--- config.mk ---
export PLATFORM = sky130hd
export DESIGN_NAME = three_term_recurrence_checksum
export DESIGN_NICKNAME = d
export VERILOG_FILES = /design/src/hw/rtl/tt_chk_pkg.sv /design/src/hw/rtl/tt_chk_core.sv /design/src/hw/rtl/three_term_recurrence_checksum.sv
export VERILOG_INCLUDE_DIRS = /design/src /design/src/hw/rtl
export SDC_FILE = /design/constraint.sdc
export NUM_CORES = 1
export LEC_CHECK = 0
export BUFFER_PORTS_ARGS = -buffer_cell sky130_fd_sc_hd__buf_2
export CAP_MARGIN = 15
export CORE_ASPECT_RATIO = 0.6
export CORE_MARGIN = 2
export CORE_UTILIZATION = 60
export DETAILED_ROUTE_END_ITERATION = 10
export GPL_TIMING_DRIVEN = 0
export PLACE_DENSITY = 0.8
export SLEW_MARGIN = 0
export SYNTH_ARGS = -nofsm -noshare
export SYNTH_HDL_FRONTEND = slang
export SYNTH_SLANG_ARGS = --single-unit
--- constraint.sdc ---
create_clock -name clk -period 14.3 [get_ports clk]
set_input_delay 3.575 -clock clk [delete_from_list [all_inputs] [get_ports clk]]
set_output_delay 3.575 -clock clk [all_outputs]
set_load 0.03 [all_outputs]
--- src/hw/rtl/three_term_recurrence_checksum_macros.svh ---
// Assertion macros shared by the checksum RTL.
// Each macro expects clk and rst_n to be visible at the point of use.
`ifndef THREE_TERM_RECURRENCE_CHECKSUM_MACROS_SVH
`define THREE_TERM_RECURRENCE_CHECKSUM_MACROS_SVH

// Same-cycle implication, checked outside reset.
`define TTC_ASSERT_NOW(label, ante, cons, msg) \
  label: assert property (@(posedge clk) disable iff (!rst_n) (ante) |-> (cons)) \
    else $error(msg);

// Next-cycle implication, checked outside reset.
`define TTC_ASSERT_NEXT(label, ante, cons, msg) \
  label: assert property (@(posedge clk) disable iff (!rst_n) (ante) |=> (cons)) \
    else $error(msg);

`endif

--- src/hw/rtl/tt_chk_pkg.sv ---
// Types and constants for the three-term recurrence checksum.
// No dependencies; used by tt_chk_core and the top level.
package tt_chk_pkg;

  localparam int unsigned BYTE_W = 8;
  localparam int unsigned TERM_W = 16;

  // Recurrence coefficients: alpha = pos*17, beta = pos*31, both mod 256.
  localparam logic [BYTE_W-1:0] ALPHA_STEP   = 8'd17;
  localparam logic [BYTE_W-1:0] BETA_STEP    = 8'd31;
  localparam logic [BYTE_W-1:0] FIRST_OFFSET = 8'd7;
  localparam logic [TERM_W-1:0] MOD_VAL      = 16'hFFFF;

  typedef struct packed {
    logic [BYTE_W-1:0] data_byte;
    logic              last_byte;
  } in_item_t;

  typedef struct packed {
    logic [TERM_W-1:0] checksum;
    logic              message_done;
  } out_item_t;

endpackage

--- src/hw/rtl/tt_chk_core.sv ---
// Recurrence state and combinational next-term datapath (two multiplies, mod 65535 fold).
// Depends on tt_chk_pkg and the checksum assertion macros.
`include "three_term_recurrence_checksum_macros.svh"

module tt_chk_core (
  input  logic                 clk,
  input  logic                 rst_n,
  input  logic                 step,
  input  tt_chk_pkg::in_item_t item,
  output logic [15:0]          term
);
  import tt_chk_pkg::*;

  logic [TERM_W-1:0] prev_r, prev_nxt;
  logic [TERM_W-1:0] cur_r, cur_nxt;
  logic [BYTE_W-1:0] pos_r, pos_nxt;
  logic              in_msg_r, in_msg_nxt;

  logic [2*BYTE_W-1:0] alpha_full, beta_full;
  logic [BYTE_W-1:0]   alpha, beta;
  logic [BYTE_W:0]     coef;
  logic [24:0]         prod;
  logic [23:0]         sub;
  logic [25:0]         diff;
  logic                neg;
  logic [24:0]         mag;
  logic [16:0]         fold1;
  logic [15:0]         fold2;
  logic [15:0]         red;
  logic [15:0]         rec_term;

  always_comb begin
    alpha_full = pos_r * ALPHA_STEP;
    beta_full  = pos_r * BETA_STEP;
    alpha      = alpha_full[BYTE_W-1:0];
    beta       = beta_full[BYTE_W-1:0];
    coef       = {1'b0, item.data_byte} + {1'b0, alpha};
    prod       = coef * cur_r;
    sub        = beta * prev_r;
    diff       = {1'b0, prod} - {2'b00, sub};
    neg        = diff[25];
    mag        = neg ? 25'(-diff) : diff[24:0];
    // 2^16 = 1 mod 65535: end-around fold twice, then map 65535 to 0
    fold1      = {1'b0, mag[15:0]} + {8'b0, mag[24:16]};
    fold2      = fold1[15:0] + {15'b0, fold1[16]};
    red        = (fold2 == MOD_VAL) ? '0 : fold2;
    // negative: 16-bit wrap gives (1 - d) mod 65535
    if (!neg) begin
      rec_term = red;
    end else if (red == 16'd0) begin
      rec_term = 16'd1;
    end else if (red == 16'd1) begin
      rec_term = 16'd0;
    end else begin
      rec_term = 16'(-red);
    end
    term = in_msg_r ? rec_term
                    : {8'b0, item.data_byte} + {8'b0, FIRST_OFFSET};
  end

  always_comb begin
    prev_nxt   = prev_r;
    cur_nxt    = cur_r;
    pos_nxt    = pos_r;
    in_msg_nxt = in_msg_r;
    if (step) begin
      if (item.last_byte) begin
        prev_nxt   = 16'd1;
        cur_nxt    = '0;
        pos_nxt    = '0;
        in_msg_nxt = 1'b0;
      end else begin
        prev_nxt   = in_msg_r ? cur_r : 16'd1;
        cur_nxt    = term;
        pos_nxt    = pos_r + 8'd1;
        in_msg_nxt = 1'b1;
      end
    end
  end

  always_ff @(posedge clk) begin
    if (!rst_n) begin
      prev_r   <= 16'd1;
      cur_r    <= '0;
      pos_r    <= '0;
      in_msg_r <= 1'b0;
    end else begin
      prev_r   <= prev_nxt;
      cur_r    <= cur_nxt;
      pos_r    <= pos_nxt;
      in_msg_r <= in_msg_nxt;
    end
  end

  `TTC_ASSERT_NEXT(a_last_restarts, step && item.last_byte, !in_msg_r && pos_r == 8'd0, "last byte did not restart recurrence")
  `TTC_ASSERT_NEXT(a_mid_in_msg, step && !item.last_byte, in_msg_r, "message not open after a non-final byte")
  `TTC_ASSERT_NOW(a_term_range, in_msg_r, rec_term != MOD_VAL, "recurrence term out of range")

endmodule

--- src/hw/rtl/three_term_recurrence_checksum.sv ---
// Top level of the three-term recurrence checksum: input register, core, result register.
// Depends on tt_chk_pkg, tt_chk_core and the checksum assertion macros.
//
// Usage:
//   in_valid/in_stall/in_data carry one message byte per transfer, with last_byte
//   marking the final byte of a message. Every input transfer produces exactly one
//   output transfer on out_valid/out_stall/out_data: the running checksum after
//   that byte, and message_done equal to last_byte.
//   Path: an accepted byte is registered in the input register, its term is computed
//   combinationally from it and the core state, and it then loads into the result
//   register, which raises out_valid; a stall can hold it at either register.
//   Throughput: one byte per cycle while out_stall is low. The recurrence closes
//   through the core's state registers (a 16x9 and a 16x8 multiply, end-around fold).
//   Stall: while the result waits, the input register can still take one byte;
//   in_stall rises only when both registers are full and out_stall is high.
//   Reset (rst_n low, synchronous): both registers empty, previous term 1,
//   current term 0, position 0, next byte opens a new message.
`include "three_term_recurrence_checksum_macros.svh"

module three_term_recurrence_checksum (
  input  logic                  clk,
  input  logic                  rst_n,
  input  logic                  in_valid,
  output logic                  in_stall,
  input  tt_chk_pkg::in_item_t  in_data,
  output logic                  out_valid,
  input  logic                  out_stall,
  output tt_chk_pkg::out_item_t out_data
);
  import tt_chk_pkg::*;

  // input stage
  logic      s1_valid_r, s1_valid_nxt;
  in_item_t  s1_item_r;
  // result stage
  logic      out_valid_r, out_valid_nxt;
  out_item_t out_data_r;

  logic        res_adv;   // result register may load this cycle
  logic        in_xfer;   // input transfer at this edge
  logic        step;      // s1 item moves into the result register
  logic [15:0] term;

  assign res_adv  = !out_valid_r || !out_stall;
  assign in_stall = s1_valid_r && !res_adv;
  assign in_xfer  = in_valid && !in_stall;
  assign step     = s1_valid_r && res_adv;

  tt_chk_core u_core (
    .clk   (clk),
    .rst_n (rst_n),
    .step  (step),
    .item  (s1_item_r),
    .term  (term)
  );

  always_comb begin
    s1_valid_nxt = s1_valid_r;
    if (in_xfer) begin
      s1_valid_nxt = 1'b1;
    end else if (step) begin
      s1_valid_nxt = 1'b0;
    end
    out_valid_nxt = res_adv ? s1_valid_r : out_valid_r;
  end

  always_ff @(posedge clk) begin
    if (!rst_n) begin
      s1_valid_r  <= 1'b0;
      out_valid_r <= 1'b0;
    end else begin
      s1_valid_r  <= s1_valid_nxt;
      out_valid_r <= out_valid_nxt;
    end
  end

  // payload registers, no reset
  always_ff @(posedge clk) begin
    if (in_xfer) begin
      s1_item_r <= in_data;
    end
    if (step) begin
      out_data_r.checksum     <= term;
      out_data_r.message_done <= s1_item_r.last_byte;
    end
  end

  assign out_valid = out_valid_r;
  assign out_data  = out_data_r;

  `TTC_ASSERT_NOW(a_stall_only_full, in_stall, s1_valid_r && out_valid_r, "input stalled with room free")
  `TTC_ASSERT_NEXT(a_step_fills_out, step, out_valid_r, "stepped item missing from result register")
  `TTC_ASSERT_NOW(a_out_range, out_valid_r, out_data_r.checksum != MOD_VAL, "checksum out of range")

endmodule
# --- Word level (Yosys, flattened, before mapping) ---
# Index checks and enable logic that the tools add are counted.
classes:
  add_sub_neg: 8
  n_mul: 4
  eq_ne: 2
  n_mux: 13
  reduce_logical: 10
ops:
  columns: ["op", "count"]
  rows:
  - ["$mux 16", 8]
  - ["$sub 25x24->26", 1]
  - ["$mul 9x16->25", 1]
  - ["$mux 25", 1]
  - ["$neg 25->25", 1]
  - ["$mul 8x16->24", 1]
  - ["$add 16x9->17", 1]
  - ["$add 16x1->16", 1]
  - ["$eq 16x1->1 const B", 1]
  - ["$eq 16x16->1 const B", 1]
  - ["$logic_not 16->1", 1]
  - ["$mul 8x5->8 const B", 2]
  - ["$neg 16->16", 1]
  - ["$add 8x3->9 const B", 1]
  - ["$add 8x8->9", 1]
  - ["$add 8x1->8 const B", 1]
  - ["$mux 8", 1]
  - ["$logic_not 1->1", 4]
  - ["$logic_and 1x1->1", 3]
  - ["$mux 1", 3]
  - ["$reduce_bool 2->1", 1]
  - ["$logic_or 1x1->1", 1]
totals:
  register_bits: 69
  in_bits: 13
  out_inout_bits: 19
  elab_cells: 47

# --- Depth between registers and ports, before layout ---
depth:
  word_depth: 16
  depth_mapped: 63

# --- Cells and area by module ---
# Synthesis repeated with hierarchy kept, for this count alone.
hier_totals:
  cells_unflattened: 1736
  hier_area_um2: 14949.3
modules_own_cells:
  columns: ["module", "n_inst", "cells_per_inst", "area_per_inst_um2", "seq_area_each_um2"]
  rows:
  - ["tt_chk_core", 1, 1702, 14084.8, 820.8]
  - ["three_term_recurrence_checksum", 1, 34, 864.6, 820.8]

# --- Least setup slack after synthesis ---
# No wires, ideal clock.
synth_timing:
  kind: "register to register"
  from: "register u_core.pos_r[1]"
  to: "register out_data_r, in the netlist out_data[4] (data pin)"
  t_arrival_ns: 14.244
  required_ns: 14.038
  setup_slack_ns: -0.206
  stages_incl_launch_ff: 57
  period_less_slack_ns: 14.506
  path_cell_list: "dfxtp_1 fa_1 inv_1 fa_1 fa_1 inv_1 ha_1 a21oi_1 o21bai_1 a21oi_1 xnor2_1 clkbuf_1 nand2_1 fa_1 inv_1 fa_1 fa_1 fa_1 (+21 left out) nor4_1 and3_1 ha_1 and3_1 clkbuf_1 and3_1 clkbuf_1 nand2_1 or3_1 clkbuf_1 nor2_1 o21ai_0 mux2_2 a2111oi_2 a31oi_2 nand2_1 buf_2 o21ai_0"
synth_between:
  elab_chain_len: 15
  word_cells_on_any_way: 19
synth_lines:
  columns: ["element", "line_no", "rtl"]
  rows:
  - ["start, declared", "tt_chk_core.sv:16", "logic [BYTE_W-1:0] pos_r, pos_nxt;"]
  - ["start signal, assigned", "tt_chk_core.sv:90", "pos_r <= pos_nxt;"]
  - ["$mul 8x5->8", "tt_chk_core.sv:33", "alpha_full = pos_r * ALPHA_STEP;"]
  - ["$add 8x8->9", "tt_chk_core.sv:37", "coef = {1'b0, item.data_byte} + {1'b0, alpha};"]
  - ["$mul 9x16->25", "tt_chk_core.sv:38", "prod = coef * cur_r;"]
  - ["$sub 25x24->26 (*)", "tt_chk_core.sv:40", "diff = {1'b0, prod} - {2'b00, sub};"]
  - ["$neg 25->25", "tt_chk_core.sv:42", "mag = neg ? 25'(-diff) : diff[24:0];"]
  - ["$mux 25", "tt_chk_core.sv:42", null]
  - ["$add 16x9->17", "tt_chk_core.sv:44", "fold1 = {1'b0, mag[15:0]} + {8'b0, mag[24:16]};"]
  - ["$add 16x1->16", "tt_chk_core.sv:45", "fold2 = fold1[15:0] + {15'b0, fold1[16]};"]
  - ["$eq 16x16->1", "tt_chk_core.sv:46", "red = (fold2 == MOD_VAL) ? '0 : fold2;"]
  - ["$mux 16", "tt_chk_core.sv:46", null]
  - ["$neg 16->16 / $eq 16x1->1 (equally long branches)", "tt_chk_core.sv:55, tt_chk_core.sv:52", null]
  - ["$mux 16", "tt_chk_core.sv:52", "end else if (red == 16'd1) begin"]
  - ["$mux 16", "tt_chk_core.sv:50", "end else if (red == 16'd0) begin"]
  - ["$mux 16 (*)", "tt_chk_core.sv:48", "if (!neg) begin"]
  - ["$mux 16 (*)", "tt_chk_core.sv:57", "term = in_msg_r ? rec_term"]
  - ["net term[3]", "three_term_recurrence_checksum.sv:42", "logic [15:0] term;"]
  - ["end, declared", "three_term_recurrence_checksum.sv:37", "out_item_t out_data_r;"]
# Mark *: on every way through the listed nets, which the timed path passes. The rest lies on a longest branch.
# A chain may end at the register's enable or synchronous reset.

# --- Worst setup path in the final report ---
layout_timing:
  from: "register u_core.pos_r[2]"
  to: "register u_core.cur_r[8]"
layout_between:
  elab_chain_len: 16
  word_cells_on_any_way: 20
layout_lines:
  columns: ["element", "line_no", "rtl"]
  rows:
  - ["$mul 8x5->8", "tt_chk_core.sv:33", null]
  - ["$add 8x8->9", "tt_chk_core.sv:37", null]
  - ["$mul 9x16->25", "tt_chk_core.sv:38", null]
  - ["$sub 25x24->26 (*)", "tt_chk_core.sv:40", null]
  - ["$neg 25->25", "tt_chk_core.sv:42", null]
  - ["$mux 25", "tt_chk_core.sv:42", null]
  - ["$add 16x9->17", "tt_chk_core.sv:44", null]
  - ["$add 16x1->16", "tt_chk_core.sv:45", null]
  - ["$eq 16x16->1", "tt_chk_core.sv:46", null]
  - ["$mux 16", "tt_chk_core.sv:46", null]
  - ["$neg 16->16 / $eq 16x1->1 (equally long branches)", "tt_chk_core.sv:55, tt_chk_core.sv:52", null]
  - ["$mux 16", "tt_chk_core.sv:52", null]
  - ["$mux 16", "tt_chk_core.sv:50", null]
  - ["$mux 16 (*)", "tt_chk_core.sv:48", null]
  - ["$mux 16 (*)", "tt_chk_core.sv:57", null]
  - ["net term[8]", "three_term_recurrence_checksum.sv:42", null]
  - ["$mux 16 (*)", "tt_chk_core.sv:67", "if (item.last_byte) begin"]
  - ["end signal, assigned", "tt_chk_core.sv:89", "cur_r <= cur_nxt;"]
  - ["end, declared", "tt_chk_core.sv:15", "logic [TERM_W-1:0] cur_r, cur_nxt;"]
# Marks and branches as above.

==> results.json <==
{
  "syn_area_um2": 14800,
  "final_cells": 2120,
  "cts_buffer_depth": 2,
  "place_congestion": 1.05,
  "maxSlewViolCount": 0,
  "htreeDepth": 3,
  "clk_pin_slew_ns": 0.06,
  "synth_fp_nets": 2073,
  "multi_input_area_um2": 12500,
  "async_reset_ff_share_pct": 0,
  "worstSkewPairLatency_ns": 0.34,
  "cts_hold_buffers": 0,
  "synth_flop_cell": "dfxtp_1",
  "ys_ff_latch": 69,
  "worst-path-max-fanout": 10,
  "cts.sinks": 69,
  "reg2reg_setup_slack_ns": 0.25,
  "grt_util_all_layers_pct": 34.3,
  "outcome": "finished clean",
  "ys_types": 82,
  "setup.worst_path.class": "flop to flop",
  "die_y_um": 126,
  "yosysWarnings": 0,
  "syn_area_per_cell_um2": 8.71,
  "gr-total-overflow": 0,
  "grt_pass1_vias": 12800,
  "antenna_found_initial": 1,
  "synth-edff-count": 26,
  "num_rows": 44,
  "numCtsBuffers": 9,
  "hold_class": "flop to flop",
  "yosysSeqAreaShare_pct": 11.1,
  "drtPass1Iterations": 5,
  "hold_viol_final": 0,
  "drive_gt1_share_pct": 13.3,
  "dp.cells": 2056,
  "design.die.area_um2": 26000,
  "grt_pass1_wl_um": 68300,
  "cp-start-kind": "flop",
  "avgViaCountPerCell": 6.07,
  "drt_iter0_markers": 1535,
  "slowest_delay_ns": 0.57,
  "cts-root-buf": "clkbuf_16",
  "cp.required_ns": 14.52,
  "wirelength_um": 44000,
  "die_w_um": 207,
  "cp_slowest_cell": "fa_1",
  "setup_tns_ns": 0,
  "cpMostUsedCell": "fa_1",
  "maxCapViolCount": 0,
  "n_fill_cell": 1860,
  "critPathCaptureType": "flop",
  "cts_tree": "done",
  "syn_inst": 1703,
  "place.port_buffers": 31,
  "start_util_pct": 61.2,
  "final_nets": 2162,
  "hpwl_um": 35600,
  "regArea_um2": 1650,
  "syn_to_final_growth_pct": 13.4,
  "finalCritPeriodShare_pct": 98.2,
  "slew_headroom_pct": 22.3,
  "setup_viol": 0,
  "worst_pin_slew_ns": 1.16,
  "max_freq_mhz": 71.2,
  "grt_max_degree": 27,
  "pin_count": 32,
  "wl_per_cell_um": 20.8,
  "core_area_um2": 24200,
  "final_antenna_net_count": 0,
  "min_period_ns": 14.05,
  "crit_arrival_ns": 14.27,
  "whs_ns": 0.524,
  "vias": 12900,
  "skew_ns": 0.0116,
  "drc_errors": 0
}
[cells by family after synthesis]
| group | count (synthesis) | share of synthesized area [%] |
|---|---|---|
| compound gates | 227 | 10.9 |
| xor+xnor | 118 | 7.07 |
| fa+ha+maj | 357 | 42.2 |
| buf+inv | 361 | 9.17 |
| flops | 69 | 11.1 |
| mux | 7 | 0.498 |
| simple gates | 564 | 19.1 |
[cell usage after synthesis (all sizes together), types with 7 or more instances]
cell	n	share of area, %
o22ai	11	0.51
nor2	61	1.6
a21oi	50	1.8
edfxtp	26	5.3
and2	123	5.2
inv	300	7.6
nor4	10	0.46
o31ai	8	0.47
xor2	31	1.8
or3	12	0.51
a22oi	17	0.86
a2111oi	8	0.64
a21o	16	0.81
a21boi	7	0.35
nor3	22	0.78
clkbuf	52	1.3
and3	10	0.42
or2	9	0.38
buf	8	0.23
o21ai	36	1.2
ha	119	10
a31oi	12	0.59
o21bai	10	0.51
nand2	217	5.5
fa	238	32
xnor2	87	5.2
nor2b	38	1.6
nand4	10	0.42
nand2b	7	0.30
nand3	32	1.1
dfxtp	43	5.8
o21a	9	0.46
[routing by layer]
layer | global-route usage, % | part of all wire (%) | vias to the layer above
li1 | - | - | 5621
met1 | 50.0 | 43 | 6401
met2 | 47.4 | 40 | 734
met3 | 13.9 | 14 | 104
met4 | 7.84 | 2.5 | 2
met5 | 1.88 | 0.15 | -
[final timing paths]
path / cells after the start / endpoint / start
hold reg to reg: 2 / u_core.prev_r[7] / u_core.cur_r[7]
setup reg to reg: 56 / u_core.cur_r[8] / u_core.pos_r[2]
hold / removal: 2 / u_core.prev_r[7] / u_core.cur_r[7]
setup / recovery: 56 / u_core.cur_r[8] / u_core.pos_r[2]
[critical path, delay by kind of cell, from the launching register on]
kind	cells	cell delay, ns
adders and majority gates	14	5.86
buffers and inverters	14	1.73
xor gates and xnor gates	3	0.53
and+or+nand+nor	14	3.00
DFF	1	0.39
AOI/OAI and AO/OA	11	2.38
[flip-flops by register name, summed over array words and instances (netlist names)]
register and count:
s1_item_r 9, u_core.cur_r 16, s1_valid_r 1, u_core.pos_r 8
out_data 17, out_valid 1, u_core.in_msg_r 1, u_core.prev_r 16
[metrics by stage]
| stage | cell area [µm²] | worst slack [ns] | utilization (%) |
|---|---|---|---|
| 3_3_place_gp | 15400 | -3.48 | 63.6 |
| 4_1_cts | 16400 | 0.00242 | 67.6 |
| 5_1_grt | 16800 | -0.119 | 69.4 |
| 3_5_place_dp | 15400 | -3.97 | 63.6 |
| 6_report | 16800 | 0.251 | 69.4 |
| 2_1_floorplan | 14800 | 0.00112 | - |
[layout make-up]
| cell class | instances | share of cell area, % |
|---|---|---|
| well taps | 322 | 2.40 |
| repair buffers | 82 | 3.35 |
| flip-flops and latches | 69 | 9.84 |
| clock buffers | 12 | 1.47 |
| diodes | 1 | 0.0149 |
| inverters | 301 | 6.74 |
| clock inverters | 4 | 0.149 |
| plain buffers | 56 | 1.66 |
| multi-input cells | 1273 | 74.4 |
[placed cells by master (no fill, tap or decap), types with 6 or more instances in the layout]
cell,count
nand2b_1,7
a31oi_1,10
a21oi_1,36
xnor2_1,75
ha_2,6
o21bai_1,10
xnor2_2,9
and3_1,6
nand4_1,10
fa_1,233
or3_1,11
or2_2,6
ha_4,10
dfxtp_1,39
o22ai_1,8
o21a_1,9
nor2_1,55
nand2_1,212
edfxtp_1,26
inv_1,297
clkbuf_1,41
nor3_1,17
nor2b_1,37
ha_1,103
a21boi_0,7
a21o_1,16
clkbuf_16,9
nor4_1,8
buf_6,6
buf_4,45
a22oi_1,16
buf_2,33
xor2_1,31
a21oi_2,11
nand3_1,30
and2_1,121
o21ai_0,28
[what timing repair did]
action | in CTS | in global routing
buffers inserted | 34 | 16
pin swaps | 33 | 55
hold endpoints to repair | 0 | 0
gates cloned | 1 | 0
endpoints found under the setup margin | 32 | 32
gates resized for setup | 106 | 69
Power is not shown: default switching activity piles up to over one toggle a cycle in this logic, so the estimate is an artifact.
